==> src/hw/rtl/terminal_key_sequence_decoder_core_macros.svh <==
// Assertion macros shared by the terminal key decoder RTL.
`ifndef TERMINAL_KEY_SEQUENCE_DECODER_CORE_MACROS_SVH
`define TERMINAL_KEY_SEQUENCE_DECODER_CORE_MACROS_SVH

// Same-cycle implication, checked on every rising edge outside reset.
`define TKSD_ASSERT_SAME(label, ante, cons) \
  label: assert property (@(posedge clk) disable iff (!rst_n) (ante) |-> (cons)) \
    else $error("tksd: same-cycle check failed");

// Next-cycle implication, checked on every rising edge outside reset.
`define TKSD_ASSERT_NEXT(label, ante, cons) \
  label: assert property (@(posedge clk) disable iff (!rst_n) (ante) |=> (cons)) \
    else $error("tksd: next-cycle check failed");

`endif

==> src/hw/rtl/tksd_pkg.sv <==
// Types, constants and helpers for the terminal key sequence decoder.
`default_nettype none
package tksd_pkg;

  typedef logic [7:0] byte_t;
  typedef logic [4:0] key_code_t;

  typedef enum logic [2:0] {
    PH_IDLE,
    PH_FIRST,
    PH_SECOND,
    PH_C,
    PH_D,
    PH_E,
    PH_TILDE
  } phase_t;

  // Key codes
  localparam key_code_t KC_UNREC  = 5'd0;
  localparam key_code_t KC_PLAIN  = 5'd1;
  localparam key_code_t KC_BKSP   = 5'd2;
  localparam key_code_t KC_RET    = 5'd3;
  localparam key_code_t KC_TAB    = 5'd4;
  localparam key_code_t KC_CTRL   = 5'd5;
  localparam key_code_t KC_UP     = 5'd6;
  localparam key_code_t KC_F1     = 5'd10;
  localparam key_code_t KC_F5     = 5'd11;
  localparam key_code_t KC_PGUP   = 5'd12;
  localparam key_code_t KC_PGDN   = 5'd13;
  localparam key_code_t KC_INS    = 5'd14;
  localparam key_code_t KC_DEL    = 5'd15;
  localparam key_code_t KC_CUP    = 5'd16;
  localparam key_code_t KC_ARIGHT = 5'd20;
  localparam key_code_t KC_CARGT  = 5'd22;
  localparam key_code_t KC_SUP    = 5'd24;
  localparam key_code_t KC_MAX    = 5'd27;

  // Byte values
  localparam byte_t BYTE_BS    = 8'd8;
  localparam byte_t BYTE_TAB   = 8'd9;
  localparam byte_t BYTE_LF    = 8'd10;
  localparam byte_t BYTE_ESC   = 8'd27;
  localparam byte_t BYTE_ONE   = 8'd49;
  localparam byte_t BYTE_TWO   = 8'd50;
  localparam byte_t BYTE_THREE = 8'd51;
  localparam byte_t BYTE_FIVE  = 8'd53;
  localparam byte_t BYTE_SIX   = 8'd54;
  localparam byte_t BYTE_SEVEN = 8'd55;
  localparam byte_t BYTE_SEMI  = 8'd59;
  localparam byte_t BYTE_A     = 8'd65;
  localparam byte_t BYTE_D     = 8'd68;
  localparam byte_t BYTE_O     = 8'd79;
  localparam byte_t BYTE_P     = 8'd80;
  localparam byte_t BYTE_TILDE = 8'd126;
  localparam byte_t BYTE_DEL   = 8'd127;

  // Outcome of one byte: next phase, whether a key completes, and stores
  typedef struct packed {
    phase_t    nxt_phase;
    logic      emit;
    key_code_t code;
    logic      wr_first;
    logic      wr_second;
    logic      wr_third;
    logic      wr_fourth;
  } step_t;

  function automatic logic is_control_byte(input byte_t k);
    logic hit;
    unique case (k)
      8'd1, 8'd4, 8'd6, 8'd11, 8'd12, 8'd14, 8'd15, 8'd16,
      8'd18, 8'd19, 8'd20, 8'd21, 8'd24, 8'd31: hit = 1'b1;
      default: hit = 1'b0;
    endcase
    return hit;
  endfunction

  function automatic logic is_arrow_letter(input byte_t k);
    return (k >= BYTE_A) && (k <= BYTE_D);
  endfunction

  // Offset of an arrow letter from 'A': 0 up, 1 down, 2 right, 3 left
  function automatic logic [1:0] arrow_dir(input byte_t k);
    byte_t diff;
    diff = k - BYTE_A;
    return diff[1:0];
  endfunction

endpackage
`default_nettype wire

==> src/hw/rtl/tksd_in_if.sv <==
// Request channel carrying received terminal bytes.
`default_nettype none
interface tksd_in_if import tksd_pkg::*; ();
  logic  valid;
  logic  ready;
  byte_t in_byte;

  modport source (output valid, output in_byte, input ready);
  modport sink   (input valid, input in_byte, output ready);
endinterface
`default_nettype wire

==> src/hw/rtl/tksd_out_if.sv <==
// Request channel carrying decoded key codes.
`default_nettype none
interface tksd_out_if import tksd_pkg::*; ();
  logic      valid;
  logic      ready;
  key_code_t key_code;
  byte_t     key_byte;

  modport source (output valid, output key_code, output key_byte, input ready);
  modport sink   (input valid, input key_code, input key_byte, output ready);
endinterface
`default_nettype wire

==> src/hw/rtl/tksd_decode.sv <==
// Next-phase and key-code logic for one byte of the sequence parser.
`default_nettype none
module tksd_decode import tksd_pkg::*; (
  input  phase_t phase,
  input  byte_t  first_b,
  input  byte_t  second_b,
  input  byte_t  third_b,
  input  byte_t  fourth_b,
  input  byte_t  cur_b,
  output step_t  step
);

  key_code_t mod_code;
  logic [1:0] dir;

  // Modifier arrow: ';' then modifier digit then arrow letter
  always_comb begin
    dir      = arrow_dir(cur_b);
    mod_code = KC_UNREC;
    if (third_b == BYTE_SEMI && is_arrow_letter(cur_b)) begin
      unique case (fourth_b)
        BYTE_FIVE:  mod_code = KC_CUP + key_code_t'(dir);
        BYTE_TWO:   mod_code = KC_SUP + key_code_t'(dir);
        BYTE_THREE: mod_code = dir[1] ? KC_ARIGHT + key_code_t'(dir[0]) : KC_UNREC;
        BYTE_SEVEN: mod_code = dir[1] ? KC_CARGT + key_code_t'(dir[0]) : KC_UNREC;
        default:    mod_code = KC_UNREC;
      endcase
    end
  end

  always_comb begin
    step           = '0;
    step.nxt_phase = PH_IDLE;
    step.code      = KC_UNREC;
    unique case (phase)
      PH_FIRST: begin
        step.wr_first  = 1'b1;
        step.nxt_phase = PH_SECOND;
      end
      PH_SECOND: begin
        step.wr_second = 1'b1;
        priority if (is_arrow_letter(cur_b)) begin
          step.emit = 1'b1;
          step.code = KC_UP + key_code_t'(dir);
        end else if (cur_b == BYTE_ONE) begin
          step.nxt_phase = PH_C;
        end else if (first_b == BYTE_O && cur_b == BYTE_P) begin
          step.emit = 1'b1;
          step.code = KC_F1;
        end else if (first_b == BYTE_O && cur_b == BYTE_FIVE) begin
          step.emit = 1'b1;
          step.code = KC_F5;
        end else if (cur_b == BYTE_FIVE || cur_b == BYTE_SIX ||
                     cur_b == BYTE_TWO || cur_b == BYTE_THREE) begin
          step.nxt_phase = PH_TILDE;
        end else begin
          step.emit = 1'b1;
          step.code = KC_UNREC;
        end
      end
      PH_C: begin
        step.wr_third  = 1'b1;
        step.nxt_phase = PH_D;
      end
      PH_D: begin
        step.wr_fourth = 1'b1;
        if (third_b == BYTE_FIVE && cur_b == BYTE_TILDE) begin
          step.emit = 1'b1;
          step.code = KC_F5;
        end else begin
          step.nxt_phase = PH_E;
        end
      end
      PH_E: begin
        step.emit = 1'b1;
        step.code = mod_code;
      end
      PH_TILDE: begin
        step.wr_third = 1'b1;
        step.emit     = 1'b1;
        if (cur_b != BYTE_TILDE) begin
          step.code = KC_UNREC;
        end else begin
          unique case (second_b)
            BYTE_FIVE: step.code = KC_PGUP;
            BYTE_SIX:  step.code = KC_PGDN;
            BYTE_TWO:  step.code = KC_INS;
            default:   step.code = KC_DEL;
          endcase
        end
      end
      default: begin
        // Idle, and the unused phase code behaves the same
        priority if (cur_b == BYTE_ESC) begin
          step.nxt_phase = PH_FIRST;
        end else if (cur_b == BYTE_DEL || cur_b == BYTE_BS) begin
          step.emit = 1'b1;
          step.code = KC_BKSP;
        end else if (cur_b == BYTE_LF) begin
          step.emit = 1'b1;
          step.code = KC_RET;
        end else if (cur_b == BYTE_TAB) begin
          step.emit = 1'b1;
          step.code = KC_TAB;
        end else if (is_control_byte(cur_b)) begin
          step.emit = 1'b1;
          step.code = KC_CTRL;
        end else begin
          step.emit = 1'b1;
          step.code = KC_PLAIN;
        end
      end
    endcase
  end

endmodule
`default_nettype wire

==> src/hw/rtl/terminal_key_sequence_decoder_core.sv <==
// Top level: input register, sequence state and result register of the key decoder.
// A byte is held in the input register; a key is written to the result register when its last byte is decoded.
// Throughput: one byte per cycle while results are taken; the single-byte decode
// between the input register and the result register sets that figure.
// Reset: synchronous active-low rst_n clears the phase and both valid flags;
// the stored sequence bytes are not reset and are always written before use.
`default_nettype none
`include "terminal_key_sequence_decoder_core_macros.svh"
module terminal_key_sequence_decoder_core import tksd_pkg::*; (
  input wire logic   clk,
  input wire logic   rst_n,
  tksd_in_if.sink    in_chan,
  tksd_out_if.source out_chan
);

  logic      in_v_r;
  byte_t     in_byte_r;
  phase_t    phase_r;
  byte_t     first_r;
  byte_t     second_r;
  byte_t     third_r;
  byte_t     fourth_r;
  logic      out_v_r;
  key_code_t out_code_r;
  byte_t     out_byte_r;

  step_t     dec;
  logic      fire;
  logic      in_take;

  tksd_decode u_decode (
    .phase    (phase_r),
    .first_b  (first_r),
    .second_b (second_r),
    .third_b  (third_r),
    .fourth_b (fourth_r),
    .cur_b    (in_byte_r),
    .step     (dec)
  );

  // Advance the held byte once the result slot is free or being drained
  assign fire    = in_v_r && (!out_v_r || out_chan.ready);
  assign in_take = in_chan.valid && in_chan.ready;

  assign in_chan.ready     = !in_v_r || fire;
  assign out_chan.valid    = out_v_r;
  assign out_chan.key_code = out_code_r;
  assign out_chan.key_byte = out_byte_r;

  always_ff @(posedge clk) begin
    if (!rst_n) begin
      in_v_r  <= 1'b0;
      phase_r <= PH_IDLE;
      out_v_r <= 1'b0;
    end else begin
      if (in_take) begin
        in_v_r <= 1'b1;
      end else if (fire) begin
        in_v_r <= 1'b0;
      end
      if (fire) begin
        phase_r <= dec.nxt_phase;
      end
      if (fire && dec.emit) begin
        out_v_r <= 1'b1;
      end else if (out_chan.ready) begin
        out_v_r <= 1'b0;
      end
    end
  end

  // Payload and sequence bytes, no reset
  always_ff @(posedge clk) begin
    if (in_take) begin
      in_byte_r <= in_chan.in_byte;
    end
    if (fire) begin
      if (dec.wr_first) begin
        first_r <= in_byte_r;
      end
      if (dec.wr_second) begin
        second_r <= in_byte_r;
      end
      if (dec.wr_third) begin
        third_r <= in_byte_r;
      end
      if (dec.wr_fourth) begin
        fourth_r <= in_byte_r;
      end
      if (dec.emit) begin
        out_code_r <= dec.code;
        out_byte_r <= in_byte_r;
      end
    end
  end

  `TKSD_ASSERT_NEXT(a_emit_returns_idle, fire && dec.emit, out_v_r && phase_r == PH_IDLE)
  `TKSD_ASSERT_NEXT(a_silent_stays_in_seq, fire && !dec.emit, phase_r != PH_IDLE)
  `TKSD_ASSERT_SAME(a_idle_non_esc_emits, fire && phase_r == PH_IDLE && in_byte_r != BYTE_ESC, dec.emit)
  `TKSD_ASSERT_SAME(a_code_in_range, out_v_r, out_code_r <= KC_MAX)
  `TKSD_ASSERT_NEXT(a_held_byte_kept, in_v_r && !fire, in_v_r && $stable(in_byte_r))

endmodule
`default_nettype wire

==> src/flat_wrapper.sv <==
// flat-port wrapper written by rule: the top's interface ports become plain ports
module terminal_key_sequence_decoder_core_flat import tksd_pkg::*;
  (clk, rst_n, in_chan_valid, in_chan_in_byte, in_chan_ready, out_chan_valid, out_chan_key_code, out_chan_key_byte, out_chan_ready);
  tksd_in_if in_chan_i ();
  tksd_out_if out_chan_i ();
  input wire logic clk;
  input wire logic rst_n;
  input wire logic [$bits(in_chan_i.valid)-1:0] in_chan_valid;
  input wire logic [$bits(in_chan_i.in_byte)-1:0] in_chan_in_byte;
  output wire logic [$bits(in_chan_i.ready)-1:0] in_chan_ready;
  output wire logic [$bits(out_chan_i.valid)-1:0] out_chan_valid;
  output wire logic [$bits(out_chan_i.key_code)-1:0] out_chan_key_code;
  output wire logic [$bits(out_chan_i.key_byte)-1:0] out_chan_key_byte;
  input wire logic [$bits(out_chan_i.ready)-1:0] out_chan_ready;
  assign in_chan_i.valid = in_chan_valid;
  assign in_chan_i.in_byte = in_chan_in_byte;
  assign in_chan_ready = in_chan_i.ready;
  assign out_chan_valid = out_chan_i.valid;
  assign out_chan_key_code = out_chan_i.key_code;
  assign out_chan_key_byte = out_chan_i.key_byte;
  assign out_chan_i.ready = out_chan_ready;
  terminal_key_sequence_decoder_core u_core (.clk(clk), .rst_n(rst_n), .in_chan(in_chan_i), .out_chan(out_chan_i));
endmodule
==> config.mk <==
export PLATFORM = sky130hd
export DESIGN_NAME = terminal_key_sequence_decoder_core_flat
export DESIGN_NICKNAME = d
export VERILOG_FILES = /design/src/hw/rtl/tksd_pkg.sv /design/src/hw/rtl/tksd_in_if.sv /design/src/hw/rtl/tksd_out_if.sv /design/src/hw/rtl/tksd_decode.sv /design/src/hw/rtl/terminal_key_sequence_decoder_core.sv /design/src/flat_wrapper.sv
export VERILOG_INCLUDE_DIRS = /design/src /design/src/hw/rtl
export SDC_FILE = /design/constraint.sdc
export NUM_CORES = 1
export LEC_CHECK = 0
export ABC_CLOCK_PERIOD_IN_PS = 2900
export BUFFER_PORTS_ARGS = -buffer_cell sky130_fd_sc_hd__buf_2
export CAP_MARGIN = 30
export CORE_MARGIN = 2
export CORE_UTILIZATION = 53
export DETAILED_ROUTE_END_ITERATION = 10
export GPL_ROUTABILITY_DRIVEN = 0
export PLACE_DENSITY = 0.75
export SLEW_MARGIN = 20
export SYNTH_ARGS = -nofsm -noshare
export SYNTH_HDL_FRONTEND = slang
export SYNTH_SLANG_ARGS = --single-unit
export TNS_END_PERCENT = 100
==> constraint.sdc <==
create_clock -name clk -period 2.9 [get_ports clk]
set_input_delay 0.435 -clock clk [delete_from_list [all_inputs] [get_ports clk]]
set_output_delay 0.435 -clock clk [all_outputs]
set_load 0.01 [all_outputs]
== Yosys cells after proc, flatten, opt, wreduce, memory -nomap -nowiden ==
Memories as Yosys holds them, arrays and structs flattened. A register that Yosys moved wholly into a read port is not among the register bits.
Index checks and enable logic that the tools add are counted.

* $add $sub $neg: 6
* Multiply operators: 0
* Div/mod/pow operators: 0
* $lt $le $gt $ge: 2
* Equality and inequality tests: 29
* Shift operators: 0
* Multiplexer cells: 41
* Bitwise gates (word level): 0
* Reduce and logical (&&, ||, !) cells: 28

{| class="wikitable"
|+ Operators by type and width
! operator !! count
|-
| $eq 8x6->1 const B || 14
|-
| $mux 6 || 10
|-
| $eq 8x7->1 const B || 4
|-
| $pmux 6 s5 || 1
|-
| $eq 8x4->1 const B || 3
|-
| $mux 3 || 7
|-
| $mux 5 || 4
|-
| $pmux 5 s4 || 1
|-
| $mux 1 || 15
|-
| $pmux 3 s5 || 1
|-
| $add 5x1->5 const A || 2
|-
| $reduce_and 2->1 || 5
|-
| $eq 3x3->1 const B || 3
|-
| $eq 8x5->1 const B || 1
|-
| $ge 8x7->1 const B || 1
|-
| $le 8x7->1 const B || 1
|-
| $logic_and 1x1->1 || 8
|-
| $ne 8x7->1 const B || 1
|-
| $eq 3x2->1 const B || 2
|-
| $logic_or 1x1->1 || 6
|-
| $pmux 2 s3 || 1
|-
| $reduce_or 2->1 || 3
|-
| $reduce_or 6->1 || 1
|-
| $add 4x3->5 const A || 1
|-
| 8 further kinds || 10
|}

* Register bits after elaboration: 58
* Bits in latches: 0
* Bits in writable memories: 0
* Bits in read-only memories: 32
* Input port bits: 12
* Output and inout port bits: 15
* Logic and storage cells: 117
* Memories: 1

{| class="wikitable"
|+ Memories
! memory !! words !! bits a word !! rd ports !! clocked after Yosys merged registers in !! wr ports !! RTL line !! text
|-
| (no name shown) || 32 || 1 || 1 || 1 || 0 || tksd_pkg.sv:70 || <nowiki>unique case (k)</nowiki>
|}

== Logic depth before layout (Yosys ltp) ==
Gate-level depths: netlist of run 1.

* Depth in word-level cells: 15
* Gate-level depth with buffers: 7
* Mapped depth without buffers: 7

== Cells and area by module ==
Synthesis of run 1 repeated with hierarchy kept, for this count alone.

* Cell total of the unflattened synthesis: 208
* Area, all modules: 2687.6 µm²

{| class="wikitable"
|+ Modules (own cells, without submodules)
! module !! instances !! cells each !! area an instance (µm²) !! seq. area each (µm²)
|-
| terminal_key_sequence_decoder_core || 1 || 82 || 1848.0 || 1691.6
|-
| tksd_decode || 1 || 126 || 839.6 || 0.0
|}

== Least setup slack after synthesis of run 1 ==
Ideal clock, no wire load.

* Path kind: register to register
* Start point: register u_core.in_byte_r[7]
* End point: register u_core.out_byte_r[0], in the netlist u_core.out_chan.key_byte[0] (enable)
* Setup time: 0.387 ns
* Data arrival time: 2.408 ns
* Data required time: 2.513 ns
* Path slack: 0.105 ns
* Stages on the path, launching flop included: 6
* Buffers on the path: 0
* Clock period less this slack: 2.795 ns
* Path through: edfxtp_1 > or4b_4 > or3_1 > a21oi_2 > o21ai_0 > a21oi_1

* Word-level cells in the longest chain between the ends: 11
* Elaborated cells on any way between the ends: 32
* Classes of those cells: 2 x order compare; 11 x eq/ne; 10 x mux; 9 x reduce/logical

{| class="wikitable"
|+ RTL lines
! element !! RTL line !! text
|-
| start, declared || terminal_key_sequence_decoder_core.sv:17 || <nowiki>byte_t in_byte_r;</nowiki>
|-
| start signal, assigned || terminal_key_sequence_decoder_core.sv:75 || <nowiki>in_byte_r <= in_chan.in_byte;</nowiki>
|-
| $eq 8x6->1, on equally long branches || tksd_decode.sv:50, tksd_decode.sv:53 ||
|-
| $logic_or 1x1->1 (2 in a row) || tksd_decode.sv:53 || <nowiki>end else if (cur_b == BYTE_FIVE || cur_b == BYTE_SIX ||</nowiki>
|-
| $logic_or 1x1->1 || tksd_decode.sv:54 || <nowiki>cur_b == BYTE_TWO || cur_b == BYTE_THREE) begin</nowiki>
|-
| $mux 6 || tksd_decode.sv:53 ||
|-
| $mux 6 || tksd_decode.sv:50 || <nowiki>end else if (first_b == BYTE_O && cur_b == BYTE_FIVE) begin</nowiki>
|-
| $mux 6 || tksd_decode.sv:47 || <nowiki>end else if (first_b == BYTE_O && cur_b == BYTE_P) begin</nowiki>
|-
| $mux 6 || tksd_decode.sv:45 || <nowiki>end else if (cur_b == BYTE_ONE) begin</nowiki>
|-
| $mux 6 || tksd_decode.sv:42 || <nowiki>priority if (is_arrow_letter(cur_b)) begin</nowiki>
|-
| $pmux 6 s5 (*) || tksd_decode.sv:35 || <nowiki>unique case (phase)</nowiki>
|-
| $reduce_and 2->1 (no line) (*) || -- ||
|-
| end signal, assigned || terminal_key_sequence_decoder_core.sv:92 || <nowiki>out_byte_r <= in_byte_r;</nowiki>
|-
| end, declared || terminal_key_sequence_decoder_core.sv:25 || <nowiki>byte_t out_byte_r;</nowiki>
|}

Mark *: on every way between the ends. The rest lies on a longest branch, timed or not.
A chain may end at the register's enable or synchronous reset.

== Worst setup path after layout of run 1 ==
* Start point: register u_core.in_byte_r[7]
* End point: register u_core.out_byte_r[4], in the netlist u_core.out_chan.key_byte[4] (enable)

Same word-level chain as after synthesis.

==> results_dict.tcl, run 1 <==
set metrics [dict create \
    status "finished, final reports clean" \
    regArea_sq_um 1712 \
    yosys.area.top_type "edfxtp_1" \
    cap_violations 0 \
    numCtsBuffers 9 \
    yosysSeqAreaShare_pct 61.87 \
    drt-total-wl_microns 5564 \
    clockBufferDepth 2 \
    synthTopCellsByArea "edfxtp_1 58%, dfxtp_1 4.3%, o21ai_0 2.5%, nor2_1 2.3%, a21oi_1 2.2%" \
    area_growth_pct 16.37 \
    nNetsFinal 282 \
    hold_slack_ns 0.2708 \
    critical_path_class "flip-flop to flip-flop" \
    synth_flop_cell "edfxtp_1" \
    p_leak_nw 1.135 \
    async_reset_ff_share_pct 0 \
    pwr-share-seq_pct 52.4 \
    io_buffers 26 \
    post_cts_buffers 0 \
    dieArea_sq_um 5813 \
    setup_tns_ns 0 \
    place_ws_ns 0.3205 \
    drv_slew 0 \
    hold_class "primary input to flip-flop" \
    multi_input_area_sq_um 1002 \
    postCtsHoldBufs 0 \
    setup_ws_ns 0.3005 \
    synth_cell_type_count 52 \
    cts_root_buf "clkbuf_8" \
    die-height_microns 76.25 \
    slew_headroom_pct 46.93 \
    yosys_warnings 0 \
    avgSynthCellArea_sq_um 12.13 \
    clock_skew_ns 0.006715 \
    drcViolationCount 0 \
    ant_nets 0 \
    grt_pass1_vias 1958 \
    cts_sinks 59 \
    grt-ovfl-total 0 \
    start_util_pct 54.51 \
    h-tree-depth 3 \
    hold_viol 0 \
    crit_path_start_kind "flip-flop" \
    top_level_ports 27 \
    max_freq_mhz 384.7 \
    cts_tree "yes" \
    clock_latency_ns 0.34 \
    cts_resized 0 \
    final_common_cell "edfxtp_1" \
    vdd_drop_max_uv 421.1 \
    dieWidth_microns 76.25 \
    row_count 26 \
    synth-seq-cells 59 \
    synth_edf_count 53 \
    synth_cells 228 \
    final_cell_mix "53 x edfxtp_1, 26 x buf_2, 17 x nor2_1" \
    setup_viol 0 \
    first_pass_iters 5 \
    dp.final_hpwl_microns 3901 \
    grt_max_degree 19 \
    swShare_pct 20.62 \
    critPathRequiredTime_ns 2.94 \
    drt_iter0_drc 151 \
    pwr-share-clk_pct 42.3 \
    powerDensity_nw_per_um2 570.7 \
    dp_cells 325 \
    syn_area_sq_um 2766 \
    via_per_inst 5.903 \
    antenna_found_initial 0 \
    finalCritPeriodShare_pct 89.64 \
    path_clk_slew_ns 0.06 \
    endpoint_kind "flip-flop" \
    worstPathArrival_ns 2.64 \
    grt_first_pass_wirelength_microns 9377 \
    cp_max_fo 13 \
    internal-power_w 0.001459 \
    num-fill-cells 404 \
    drt-wirelength-per-cell_microns 16.36 \
    synth.net_count 244 \
    track_usage_pct 21.18 \
    tightest_slew_ns 0.7931 \
    placed_area_sq_um 3014 \
    switchingPower_w 0.0003789 \
    design_area_sq_um 3219 \
    rsz0062_at_grt "false" \
    core-area_sq_um 5075 \
    n_antenna_cell 0 \
    finalCriticalPeriod_ns 2.600 \
    route.vias.total 2007 \
    drive_gt1_share_pct 22.59 \
    pwr-share-comb_pct 5.3 \
    final_cells 340 \
    netlist.area_leader.share_pct 57.53 \
]
path summary, 6_finish.rpt:
| kind | start | endpoint | slack (ns) | cells after the start |
|---|---|---|---|---|
| max | u_core.in_byte_r[7] | u_core.out_chan.key_byte[4] | 0.30 | 6 |
| max reg2reg | u_core.in_byte_r[7] | u_core.out_chan.key_byte[4] | 0.30 | 6 |
| min reg2reg | u_core.out_chan.valid | u_core.in_v_r | 0.61 | 2 |
| min | in_chan_in_byte[6] | u_core.in_byte_r[6] | 0.27 | 1 |
logic make-up (layout without fill, tap and decap cells):
family	Yosys count	count (layout)	share of synthesized area (%)
buffers and inverters	14	56	1.900
DFF	59	59	61.87
and+or+nand+nor	92	92	19.31
AOI/OAI and AO/OA	51	51	12.12
muxes	6	6	2.352
adders and majority gates	4	4	1.809
xor gates and xnor gates	2	2	0.6333
power groups by stage:
stage          registers, W  clock network (W)  logic [W]
3_5_place_dp       0.000980                  0  0.0000973
3_3_place_gp       0.000979                  0  0.0000964
6_report           0.000962           0.000777  0.0000981
4_1_cts            0.000962           0.000794  0.0000978
2_1_floorplan      0.000982                  0  0.0000508
5_1_grt            0.000964           0.000821   0.000109
critical path, stage by stage, from the launching register on:
cell,delay [ns]
edfxtp_1,0.51
or4b_4,0.60
or3_1,0.39
a21oi_2,0.24
o21ai_0,0.17
a21oi_1,0.16
buf_4,0.23
registers in the layout, summed over array words and instances (netlist names), named ones only:
name and count:
u_core.first_r 8, u_core.in_byte_r 8, u_core.third_r 8, u_core.out_chan.key_code 5, u_core.in_v_r 1, u_core.out_chan.key_byte 8
u_core.second_r 8, u_core.phase_r 3, u_core.fourth_r 8, u_core.out_chan.valid 1
layer usage:
metal	global-route usage (%)	share of wire (%)	vias up
li1	-	-	958
met1	26.84	44	945
met2	32.74	46	89
met3	4.028	6.2	15
met4	15.09	3.4	0
met5	0	0	-
metrics by stage:
step	total power (W)	utilization [%]
2_1_floorplan	0.001033	-
3_3_place_gp	0.001075	59.39
3_5_place_dp	0.001077	59.39
4_1_cts	0.001854	63.44
5_1_grt	0.001894	63.44
6_report	0.001837	63.44
cell usage after synthesis (4+ instances only):
library cell,number
inv_1,8
ha_1,4
clkbuf_1,6
nand3_1,7
nor2b_1,4
nand2_1,16
edfxtp_1,53
nor2_1,17
o21ai_0,14
dfxtp_1,6
mux2_2,4
nand2b_1,6
nor3_1,7
nand4_1,6
a21oi_1,12
final cells by class:
class / count / area share [%]
clock buffers: 9 / 3.848
clock inverters: 6 / 2.526
repair buffers: 33 / 5.674
well taps: 70 / 2.721
multi-input cells: 155 / 31.13
flip-flops and latches: 59 / 53.17
inverters: 8 / 0.9328
Note: power is estimated with default switching activity, not from simulation.
==> run 2, diff against run 1 <==
- RECOVER_POWER: default -> 50
==> run 2 against run 1 <==
Worst hold slack better by 0.00064 ns. Clock power barely moved. Wire length barely moved. Fmax shrank 0.44%. Highest routed layer unchanged. Sequential power about the same. Combinational power down 6.5%. Clock skew about the same. Critical path depth unchanged. First-iteration DRC count fell by 20%.
==> results_dict.tcl, run 2 (synthesis gave the netlist of run 1 again) <==
set metrics [dict create \
    h-tree-depth 3 \
    cp_slowest_cell "or4b_4" \
    final_cell_mix "53 x edfxtp_1, 24 x clkbuf_1, 17 x nor2_1" \
    critPathRequiredTime_ns 2.94 \
    crit_path_cell_trace "or4b_4 > or3_1 > a21oi_2 > o21ai_0 > a21oi_1 > buf_4" \
    crit_family "simple AND/OR/NAND/NOR gates" \
    drv_slew 0 \
    crit_path_start_kind "flip-flop" \
    numCtsBuffers 9 \
    track_usage_pct 21.18 \
    finalCritPeriodShare_pct 90.03 \
    drcViolationCount 0 \
    grt-ovfl-total 0 \
    postCtsHoldBufs 0 \
    drt_iter0_drc 121 \
    critPathBufInv 1 \
    die-height_microns 76.25 \
    clock_skew_ns 0.006837 \
    setup_tns_ns 0 \
    core-area_sq_um 5075 \
    start_util_pct 54.51 \
    final_common_cell "edfxtp_1" \
    path_clk_slew_ns 0.06 \
    max_stage_delay_ns 0.60 \
    cp_max_fo 13 \
    endpoint_kind "flip-flop" \
    tightest_slew_ns 0.7706 \
    p_leak_nw 1.066 \
    drt-total-wl_microns 5568 \
    grt_first_pass_wirelength_microns 9377 \
    grt_max_degree 19 \
    powerDensity_nw_per_um2 575.6 \
    clock_latency_ns 0.34 \
    hold_slack_ns 0.2714 \
    antenna_found_initial 0 \
    nNetsFinal 282 \
    hold_class "primary input to flip-flop" \
    n_antenna_cell 0 \
    io_buffers 26 \
    cts_resized 0 \
    cts_sinks 59 \
    dieWidth_microns 76.25 \
    slew_headroom_pct 48.44 \
    row_count 26 \
    drt-wirelength-per-cell_microns 16.38 \
    regArea_sq_um 1712 \
    vdd_drop_max_uv 423.7 \
    finalCriticalPeriod_ns 2.611 \
    hold_viol 0 \
    rsz0062_at_grt "false" \
    status "finished, final reports clean" \
    top_level_ports 27 \
    first_pass_iters 4 \
    num-fill-cells 419 \
    final_cells 340 \
    clockBufferDepth 2 \
    worstPathArrival_ns 2.65 \
    route.vias.total 1974 \
    cts_root_buf "clkbuf_8" \
    dieArea_sq_um 5813 \
    drive_gt1_share_pct 13.70 \
    area_growth_pct 14.93 \
    max_freq_mhz 383.0 \
    via_per_inst 5.806 \
    cts_tree "yes" \
    dp_cells 325 \
    post_cts_buffers 0 \
    ant_nets 0 \
    setup_viol 0 \
    critical_path_class "flip-flop to flip-flop" \
    grt_pass1_vias 1958 \
    cap_violations 0 \
    dp.final_hpwl_microns 3901 \
    multi_input_area_sq_um 1002 \
]
## run 2: path summary, 6_finish.rpt
path	startpoint	endpoint	slack, ns	cells after the start
worst max register to register	u_core.in_byte_r[7]	u_core.out_chan.key_byte[4]	0.29	6
worst min-delay path	in_chan_in_byte[6]	u_core.in_byte_r[6]	0.27	1
worst max-delay path	u_core.in_byte_r[7]	u_core.out_chan.key_byte[4]	0.29	6
worst min register to register	u_core.out_chan.valid	u_core.in_v_r	0.61	2
## run 2: stage by stage
| stage | area, sq um | setup WS (ns) | utilization, % | total power [W] |
|---|---|---|---|---|
| floorplan | 2766 | 0.1048 | - | 0.001033 |
| global placement | 3014 | 0.4062 | 59.39 | 0.001075 |
| detailed placement | 3014 | 0.3205 | 59.39 | 0.001077 |
| CTS | 3219 | 0.3105 | 63.44 | 0.001854 |
| global route | 3179 | 0.1337 | 62.65 | 0.001888 |
| finish | 3179 | 0.2891 | 62.65 | 0.001830 |
## run 2: layer usage
layer	up-vias	wire [microns]	part of all wire [%]	global-route usage, %
met2	76	2603	47	32.74
met3	13	328	5.9	4.028
met1	929	2453	44	26.84
met4	0	182	3.3	15.09
met5	-	0	0	0
li1	956	-	-	-
## run 2: cell type report
cell class | count | area share [%]
Timing Repair Buffer | 33 | 4.486
Multi-Input combinational cell | 155 | 31.52
Clock buffer | 9 | 3.896
Inverter | 8 | 0.9445
Sequential cell | 59 | 53.84
Tap cell | 70 | 2.755
Clock inverter | 6 | 2.558
## run 2: power by group
| group | switching, W | leakage, nW | internal, W | total (W) |
|---|---|---|---|---|
| clock network | 0.000304 | 0.104 | 0.000472 | 0.000776 |
| logic | 0.0000576 | 0.429 | 0.0000340 | 0.0000917 |
| registers | 0.0000160 | 0.533 | 0.000947 | 0.000963 |
## run 2: worst reg2reg max path, stage by stage, from the launching register on
cell	delay, ns
edfxtp_1	0.51
or4b_4	0.60
or3_1	0.39
a21oi_2	0.24
o21ai_0	0.17
a21oi_1	0.16
buf_4	0.23
